==> config.mk <==
export PLATFORM = sky130hd
export DESIGN_NAME = earliest_free_server_dispatch
export DESIGN_NICKNAME = d
export VERILOG_FILES = /design/src/rtl/efsd_pkg.sv /design/src/rtl/efsd_ram.sv /design/src/rtl/earliest_free_server_dispatch.sv
export SDC_FILE = /design/constraint.sdc
export NUM_CORES = 1
export LEC_CHECK = 0
export ABC_AREA = 1
export BUFFER_PORTS_ARGS = -buffer_cell sky130_fd_sc_hd__buf_4
export CORE_MARGIN = 3
export CORE_UTILIZATION = 37
export CTS_BUF_LIST = sky130_fd_sc_hd__clkbuf_4
export CTS_CLUSTER_DIAMETER = 80
export DETAILED_ROUTE_END_ITERATION = 8
export GPL_TIMING_DRIVEN = 1
export MAX_ROUTING_LAYER = met4
export PLACE_DENSITY = 0.58
export SETUP_SLACK_MARGIN = 0.3
export SYNTH_ARGS = -nofsm -noshare
export SYNTH_HDL_FRONTEND = slang
export SYNTH_SLANG_ARGS = --single-unit
==> constraint.sdc <==
create_clock -name clk_i -period 4.6 [get_ports clk_i]
set_clock_uncertainty 0.1 [all_clocks]
set_input_delay 0.92 -clock clk_i [delete_from_list [all_inputs] [get_ports clk_i]]
set_output_delay 0.92 -clock clk_i [all_outputs]
set_load 0.01 [all_outputs]
==> src/rtl/efsd_pkg.sv <==
// Shared field widths and action codes for the earliest-free server dispatcher.
package efsd_pkg;

  // Field widths of the beats on both channels and of the configuration port.
  localparam int unsigned ACTION_W = 1;
  localparam int unsigned SRV_W    = 3;
  localparam int unsigned RATE_W   = 7;
  localparam int unsigned SIZE_W   = 7;
  localparam int unsigned CFG_W    = 4;
  localparam int unsigned OUT_T_W  = 32;
  localparam int unsigned PROD_W   = RATE_W + SIZE_W;

  // Action codes carried by an input beat.
  localparam logic [ACTION_W-1:0] ACT_LOAD = 1'b0;
  localparam logic [ACTION_W-1:0] ACT_JOB  = 1'b1;

endpackage

==> src/rtl/efsd_ram.sv <==
// Generic single-write, single-read RAM with a registered read port.
module efsd_ram #(
  parameter int unsigned WIDTH = 32,
  parameter int unsigned DEPTH = 8
) (
  input  logic                                   clk_i,
  input  logic                                   we_i,
  input  logic [((DEPTH > 1) ? $clog2(DEPTH) : 1)-1:0] waddr_i,
  input  logic [WIDTH-1:0]                       wdata_i,
  input  logic [((DEPTH > 1) ? $clog2(DEPTH) : 1)-1:0] raddr_i,
  output logic [WIDTH-1:0]                       rdata_o
);

  logic [WIDTH-1:0] mem_q [DEPTH];
  logic [WIDTH-1:0] rdata_q;

  // Write port.
  always_ff @(posedge clk_i) begin
    if (we_i) begin
      mem_q[waddr_i] <= wdata_i;
    end
  end

  // Registered read port.
  always_ff @(posedge clk_i) begin
    rdata_q <= mem_q[raddr_i];
  end

  assign rdata_o = rdata_q;

endmodule

==> src/rtl/earliest_free_server_dispatch.sv <==
// Top level of the earliest-free server dispatcher: sequencer, scan unit and memories.
//
// Usage: an input beat either loads one server's per-unit rate (action 0) or
// submits a job (action 1). A job is placed on the active server with the
// smallest absolute free time, ties going to the lowest index, and keeps it
// busy for rate times job_size. Each job gives one output beat with the chosen
// server and its finish time; the job marked last also carries the makespan
// and clears all free times for the next batch. Times saturate at all ones.
// The user must write the server_count register through cfg_we_i / cfg_wdata_i
// only while the block is idle; the block itself does not enforce this. 0 acts as 1
// and values above MAX_SERVERS act as the max. Timing: a load beat leaves the
// sequencer idle. A job scans the free-time memory one server per cycle
// through a single comparator, then reads the rate, does one multiply and one
// saturating add, with in_ready_o low until the sequencer is idle.
// The result sits in an output register; the next item is accepted while it
// waits. If the receiver stalls, a second job waits in its final step.
// Reset clears the free times (through per-server valid bits), the latest
// finish and the output valid flag, and sets server_count to one. Rates are
// undefined until loaded.
module earliest_free_server_dispatch import efsd_pkg::*; #(
  parameter int unsigned MAX_SERVERS = 8,
  parameter int unsigned TIME_BITS   = 32
) (
  input  logic                clk_i,
  input  logic                rst_ni,
  // Configuration port
  input  logic                cfg_we_i,
  input  logic [CFG_W-1:0]    cfg_wdata_i,
  // Input channel
  input  logic                in_valid_i,
  output logic                in_ready_o,
  input  logic [ACTION_W-1:0] action_i,
  input  logic [SRV_W-1:0]    server_index_i,
  input  logic [RATE_W-1:0]   rate_i,
  input  logic [SIZE_W-1:0]   job_size_i,
  input  logic                last_job_i,
  // Output channel
  output logic                out_valid_o,
  input  logic                out_ready_i,
  output logic [SRV_W-1:0]    assigned_server_o,
  output logic [OUT_T_W-1:0]  finish_time_o,
  output logic [OUT_T_W-1:0]  makespan_o,
  output logic                batch_done_o
);

  localparam int unsigned IdxW = (MAX_SERVERS > 1) ? $clog2(MAX_SERVERS) : 1;
  localparam int unsigned CntW = $clog2(MAX_SERVERS + 1);

  // Sequencer states.
  localparam logic [1:0] ST_IDLE = 2'd0;
  localparam logic [1:0] ST_SCAN = 2'd1;
  localparam logic [1:0] ST_MUL  = 2'd2;
  localparam logic [1:0] ST_ADD  = 2'd3;

  logic [1:0]             state_q, state_d;
  logic [CFG_W-1:0]       server_count_q;
  logic [CntW-1:0]        count_q, count_d;
  logic [CntW-1:0]        cnt_q, cnt_d;
  logic [IdxW-1:0]        didx_q, didx_d;
  logic [MAX_SERVERS-1:0] fvalid_q, fvalid_d;
  logic [TIME_BITS-1:0]   latest_q, latest_d;
  logic [TIME_BITS-1:0]   best_time_q, best_time_d;
  logic [IdxW-1:0]        best_idx_q, best_idx_d;
  logic [SIZE_W-1:0]      size_q, size_d;
  logic                   last_q, last_d;
  logic [PROD_W-1:0]      prod_q, prod_d;
  logic                   out_valid_q, out_valid_d;
  logic [SRV_W-1:0]       out_srv_q, out_srv_d;
  logic [OUT_T_W-1:0]     out_fin_q, out_fin_d;
  logic [OUT_T_W-1:0]     out_mk_q, out_mk_d;
  logic                   out_done_q, out_done_d;

  logic                   in_acc;
  logic                   out_free;
  logic [CntW-1:0]        count_eff;
  logic [TIME_BITS-1:0]   free_rdata;
  logic [TIME_BITS-1:0]   cur_time;
  logic                   take;
  logic                   last_scan;
  logic [IdxW-1:0]        free_raddr;
  logic                   free_we;
  logic [RATE_W-1:0]      rate_rdata;
  logic                   rate_we;
  logic [TIME_BITS:0]     sum;
  logic [TIME_BITS-1:0]   finish;
  logic [TIME_BITS-1:0]   new_latest;

  assign in_ready_o = (state_q == ST_IDLE);
  assign in_acc     = in_valid_i && in_ready_o;
  assign out_free   = !out_valid_q || out_ready_i;

  // Clamp the configured server count into 1 .. MAX_SERVERS.
  always_comb begin
    priority if (server_count_q == '0) begin
      count_eff = CntW'(1);
    end else if (32'(server_count_q) > MAX_SERVERS) begin
      count_eff = CntW'(MAX_SERVERS);
    end else begin
      count_eff = CntW'(server_count_q);
    end
  end

  // Rate memory: written by load beats, read once per job at the chosen server.
  assign rate_we = in_acc && (action_i == ACT_LOAD) && (32'(server_index_i) < MAX_SERVERS);

  efsd_ram #(
    .WIDTH (RATE_W),
    .DEPTH (MAX_SERVERS)
  ) u_rate_ram (
    .clk_i   (clk_i),
    .we_i    (rate_we),
    .waddr_i (IdxW'(server_index_i)),
    .wdata_i (rate_i),
    .raddr_i (best_idx_d),
    .rdata_o (rate_rdata)
  );

  // Free-time memory: scanned one entry per cycle, written back at the end of a job.
  always_comb begin
    if (state_q == ST_SCAN && cnt_q < count_q) begin
      free_raddr = cnt_q[IdxW-1:0];
    end else begin
      free_raddr = '0;
    end
  end

  assign free_we = (state_q == ST_ADD) && out_free;

  efsd_ram #(
    .WIDTH (TIME_BITS),
    .DEPTH (MAX_SERVERS)
  ) u_free_ram (
    .clk_i   (clk_i),
    .we_i    (free_we),
    .waddr_i (best_idx_q),
    .wdata_i (finish),
    .raddr_i (free_raddr),
    .rdata_o (free_rdata)
  );

  // Scan comparator: an entry never written in this batch reads as zero.
  assign cur_time  = fvalid_q[didx_q] ? free_rdata : '0;
  assign take      = (didx_q == '0) || (cur_time < best_time_q);
  assign last_scan = (CntW'(didx_q) == count_q - CntW'(1));

  // Saturating add of the job duration onto the chosen server's free time.
  assign sum        = {1'b0, best_time_q} + (TIME_BITS + 1)'(prod_q);
  assign finish     = sum[TIME_BITS] ? '1 : sum[TIME_BITS-1:0];
  assign new_latest = (finish > latest_q) ? finish : latest_q;

  // Sequencer next-state logic.
  always_comb begin
    state_d     = state_q;
    count_d     = count_q;
    cnt_d       = cnt_q;
    didx_d      = didx_q;
    fvalid_d    = fvalid_q;
    latest_d    = latest_q;
    best_time_d = best_time_q;
    best_idx_d  = best_idx_q;
    size_d      = size_q;
    last_d      = last_q;
    prod_d      = prod_q;
    out_valid_d = out_valid_q && !out_ready_i;
    out_srv_d   = out_srv_q;
    out_fin_d   = out_fin_q;
    out_mk_d    = out_mk_q;
    out_done_d  = out_done_q;

    unique case (state_q)
      ST_IDLE: begin
        // A job beat starts the scan; address zero is read this cycle.
        if (in_acc && action_i == ACT_JOB) begin
          state_d = ST_SCAN;
          count_d = count_eff;
          cnt_d   = CntW'(1);
          didx_d  = '0;
          size_d  = job_size_i;
          last_d  = last_job_i;
        end
      end
      ST_SCAN: begin
        if (take) begin
          best_time_d = cur_time;
          best_idx_d  = didx_q;
        end
        didx_d = cnt_q[IdxW-1:0];
        cnt_d  = cnt_q + CntW'(1);
        if (last_scan) begin
          state_d = ST_MUL;
        end
      end
      ST_MUL: begin
        prod_d  = PROD_W'(rate_rdata) * PROD_W'(size_q);
        state_d = ST_ADD;
      end
      ST_ADD: begin
        // Retire the job into the output register once it is free.
        if (out_free) begin
          out_valid_d = 1'b1;
          out_srv_d   = SRV_W'(best_idx_q);
          out_fin_d   = OUT_T_W'(finish);
          out_mk_d    = last_q ? OUT_T_W'(new_latest) : '0;
          out_done_d  = last_q;
          state_d     = ST_IDLE;
          if (last_q) begin
            fvalid_d = '0;
            latest_d = '0;
          end else begin
            fvalid_d[best_idx_q] = 1'b1;
            latest_d             = new_latest;
          end
        end
      end
      default: begin
        state_d = ST_IDLE;
      end
    endcase
  end

  // Control registers.
  always_ff @(posedge clk_i or negedge rst_ni) begin
    if (!rst_ni) begin
      state_q        <= ST_IDLE;
      server_count_q <= CFG_W'(1);
      fvalid_q       <= '0;
      latest_q       <= '0;
      out_valid_q    <= 1'b0;
    end else begin
      state_q     <= state_d;
      fvalid_q    <= fvalid_d;
      latest_q    <= latest_d;
      out_valid_q <= out_valid_d;
      if (cfg_we_i) begin
        server_count_q <= cfg_wdata_i;
      end
    end
  end

  // Datapath registers.
  always_ff @(posedge clk_i) begin
    count_q     <= count_d;
    cnt_q       <= cnt_d;
    didx_q      <= didx_d;
    best_time_q <= best_time_d;
    best_idx_q  <= best_idx_d;
    size_q      <= size_d;
    last_q      <= last_d;
    prod_q      <= prod_d;
    out_srv_q   <= out_srv_d;
    out_fin_q   <= out_fin_d;
    out_mk_q    <= out_mk_d;
    out_done_q  <= out_done_d;
  end

  assign out_valid_o       = out_valid_q;
  assign assigned_server_o = out_srv_q;
  assign finish_time_o     = out_fin_q;
  assign makespan_o        = out_mk_q;
  assign batch_done_o      = out_done_q;

endmodule

==> metrics.sh <==
YS.WARNINGS.COUNT=0
ROOT_BUFFER='clkbuf_4'
CP_NUM_BUF_INV=5
CRITICAL_PATH_REQUIRED_NS=5.25
RR_STARTPOINT='best_time_q[2]$_DFFE_PP_'
SYNTHTOPCELLSBYAREA='edfxtp_1 54%, ha_1 6.0%, inv_1 4.8%, dfrtp_1 4.7%, nand2_1 4.4%'
IO-PIN-COUNT=98
DOMINANTREGCELLSYNTH='edfxtp_1'
CRITICAL_PATH.MOST_COMMON_CELL='nand2_1'
CTS.SINKS=534
RELSLEWSLACK=0.2007
MAX_CAP_VIOL_COUNT=0
FINAL_MAX_SLEW_VIOL_COUNT=0
MAX_CLOCK_FREQ_MHz=214.7
CTS_MAX_LEVEL=4
LAYOUT_FILLER_CELL_COUNT=6029
GRT_START_MAX_NET_PINS=68
SEQ_AREA_FRAC_SYNTH=0.6216
CLOCK_INSERTION_DELAY_WORST_SKEW_NS=0.93
CTS.CLK_SLEW.WORST_PATHS_NS=0.07
CTS_TREE='yes'
CP_MAX_FANOUT=7
CRIT_START='best_time_q[2]$_DFFE_PP_'
POST_ROUTE_CELLS_DRIVE_ABOVE_1_SHARE=0.2986
DIE_W_UM=264.6
DRT_PRE_ANTENNA_ITERS=5
MIN_PATH_TYPE='in -> reg'
CLOCK_PATH_BUFFERS=3
WORSTSETUPENDPOINTTYPE='flop'
SYNTH_TOP_AREA_SHARE=0.5400
POSTSYNTHREGISTERBITS=534
SETUP_VIOL_COUNT_FINAL=17
INITIALDRTVIOLATIONCOUNT=1201
NUMCTSBUFFERS=143
GRT_PASS1_VIAS=18290
FIN_CRIT_SHARE=1.012
CP.ARRIVAL_NS=5.30
POSTROUTEWIRELENGTH_UM=65910
HOLD_VIOL=0
CRITICAL_PATH_S_SLOWEST_CELL='edfxtp_1'
FF_TO_FF_PATH_DEPTH=32
PATH_CLASS='reg -> reg'
NUMPORTBUFFERS=97
PERIOD_MINUS_SLACK_NS=4.657
VIAS_PER_CELL=5.081
RUN_STATUS='complete, but fails checks'
INITIAL_UTILIZATION=0.3750
PLACER_CONGESTION_ESTIMATE=0.8843
FAILED_CHECKS='negative setup slack'
YOSYSMOSTFREQUENTCELL='edfxtp_1'
PLACE.DETAILED.HPWL_UM=41560
SYN2LAYOUT_AREA_GROWTH_PCT=24.04
FF2FF_SETUP_SLACK_NS=-0.06
CORE_AREA_SQ_MM=0.06598
SYNTH_AREA_PER_CELL_SQ_UM=11.43
GRT_SETUP_UNREPAIRED='yes'
SETUP_SLACK_NS=-0.05665
YOSYSTOPAREACELL='edfxtp_1'
SYNTHESIS.NETS=2335
CRIT-REG2REG-CAPTURE='latest_q[30]$_DFFE_PN0P_'
AVGROUTEDWIREPERCELL_UM=18.97
SYNTH_ASYNC_SR_FLOP_SHARE=0.08801
CRITICAL_PATH_DEPTH=32
CPLARGESTDELAYFAMILY='simple AND/OR/NAND/NOR gates'
VIAS=17650
FINAL_UTIL=0.4652
SYNTH-EDFF-COUNT=445
ROWS=94
POST_SYNTH_NUM_CELL_TYPES=48
SYN_AREA_SQ_MM=0.02474
NETLIST_INSTANCES=2164
DIE_AREA_SQ_MM=0.07001
ANTENNA_FOUND_INITIAL=1
GROUTE.USAGE.OVERALL=0.1944
CRITICAL_PATH.MAX_STAGE_DELAY_NS=0.44
CRIT_END='latest_q[30]$_DFFE_PN0P_'
GRT_FIRST_PASS_WIRELENGTH_UM=101900
GR-TOTAL-OVERFLOW=0
DRC=0
FINAL_NETS=2662
YS_TOP_CELLS_BY_COUNT='445 x edfxtp_1, 316 x inv_1, 288 x nand2_1'
WORST-SLEW-PIN-TRANSITION_NS=1.198
CRITICAL_PATH.STARTPOINT_TYPE='flop'
CHIP_HEIGHT_UM=264.6
ANTENNA_LEFT=0
## flip-flops by register name, indices dropped and copies added, names as in the netlist
register and cells:
fvalid_q 8, prod_q 14, server_count_q 4, out_valid_o 1, u_rate_ram.rdata_o 7, u_free_ram.rdata_o 32
assigned_server_o 3, count_q 4, batch_done_o 1, state_q 2, u_free_ram.mem_q 256, finish_time_o 32
cnt_q 4, best_time_q 32, size_q 7, latest_q 32, u_rate_ram.mem_q 56, didx_q 3
best_idx_q 3, last_q 1, makespan_o 32
## cell usage in the layout, fill, tap and decap left out, drive strengths merged, types with 20 or more instances in the layout
cell type  instances
a32oi             32
dfxtp             42
o22ai             61
xor2              25
nand3            102
or2              102
edfxtp           445
inv              326
nand2            297
o221ai            68
o21ai             52
clkinv            38
fa                25
buf              255
a31oi             33
a21oi             62
clkbuf           215
nor2             156
nor3              20
o21bai            33
dfrtp             46
ha               118
## cells by family (layout without fill, tap and decap cells)
family	count (synthesis)	count (layout)	synth area share
AO/OA/AOI/OAI	358	358	0.09891
XOR/XNOR	31	31	0.01097
adder cells (fa/ha/maj)	143	143	0.07989
buffers and inverters	406	851	0.06341
flip-flops	534	534	0.6216
other	0	1	0
AND/OR/NAND/NOR	692	692	0.1252
## what timing repair did
| item | 4_1_cts | 5_1_grt |
|---|---|---|
| endpoints found under the hold margin | 58 | 0 |
| hold buffers | 12 | 0 |
| gates cloned | 4 | 0 |
| pin swaps | 40 | 24 |
| buffers inserted | 32 | 9 |
| endpoints found under the setup margin | 66 | 75 |
| gates resized for setup | 121 | 96 |
## stage by stage
step                std cells   TNS, ns  hold WS, ns  area, sq um  setup slack (ns)
floorplan                2164         0       0.3507        24870            0.3063
global placement         3153    -1.375       0.3793        27380           -0.1080
detailed placement       3153    -4.102       0.3910        27380           -0.1513
CTS                      3464  -0.02669     0.003075        30220          -0.01316
global route             3474    -17.28      0.05882        30690           -0.3400
finish                   3474   -0.3180       0.1231        30690          -0.05665
## layout make-up
type | instances | area [sq um] | area share
Tap cell | 864 | 1081 | 0.03522
Sequential cell | 534 | 15380 | 0.5012
Antenna cell | 1 | 2.502 | 0.00008153
Inverter | 321 | 1219 | 0.03971
Clock buffer | 215 | 1614 | 0.05259
Timing Repair Buffer | 267 | 2346 | 0.07644
Multi-Input combinational cell | 1224 | 8750 | 0.2851
Clock inverter | 48 | 296.5 | 0.009662
## how the worst min path moves through the flow
| stage | startpoint | end | cells after the start |
|---|---|---|---|
| after floorplan | last_q$_DFFE_PP_ | batch_done_o$_DFFE_PP_ | 0 |
| after detailed placement | fvalid_q[4]$_DFFE_PN0P_ | fvalid_q[4]$_DFFE_PN0P_ | 2 |
| after CTS | rate_i[2] | u_rate_ram.mem_q[7][2]$_DFFE_PP_ | 1 |
| after global routing | rate_i[2] | u_rate_ram.mem_q[7][2]$_DFFE_PP_ | 1 |
| final | cfg_we_i | server_count_q[0]$_DFFE_PN1P_ | 2 |
| after global placement | fvalid_q[7]$_DFFE_PN0P_ | fvalid_q[7]$_DFFE_PN0P_ | 2 |
## metal layers
layer  track usage  routed length [um]  vias to the layer above
li1              -                   -                     8332
met2        0.3307               33940                      476
met3       0.03638                3227                       93
met4       0.06683                1296                        0
met1        0.2329               27450                     8750
met5             -                   0                        -
Power is left out: the tool's default activity adds up to more than one toggle a clock period on the data nets, which glitch-free logic cannot reach.
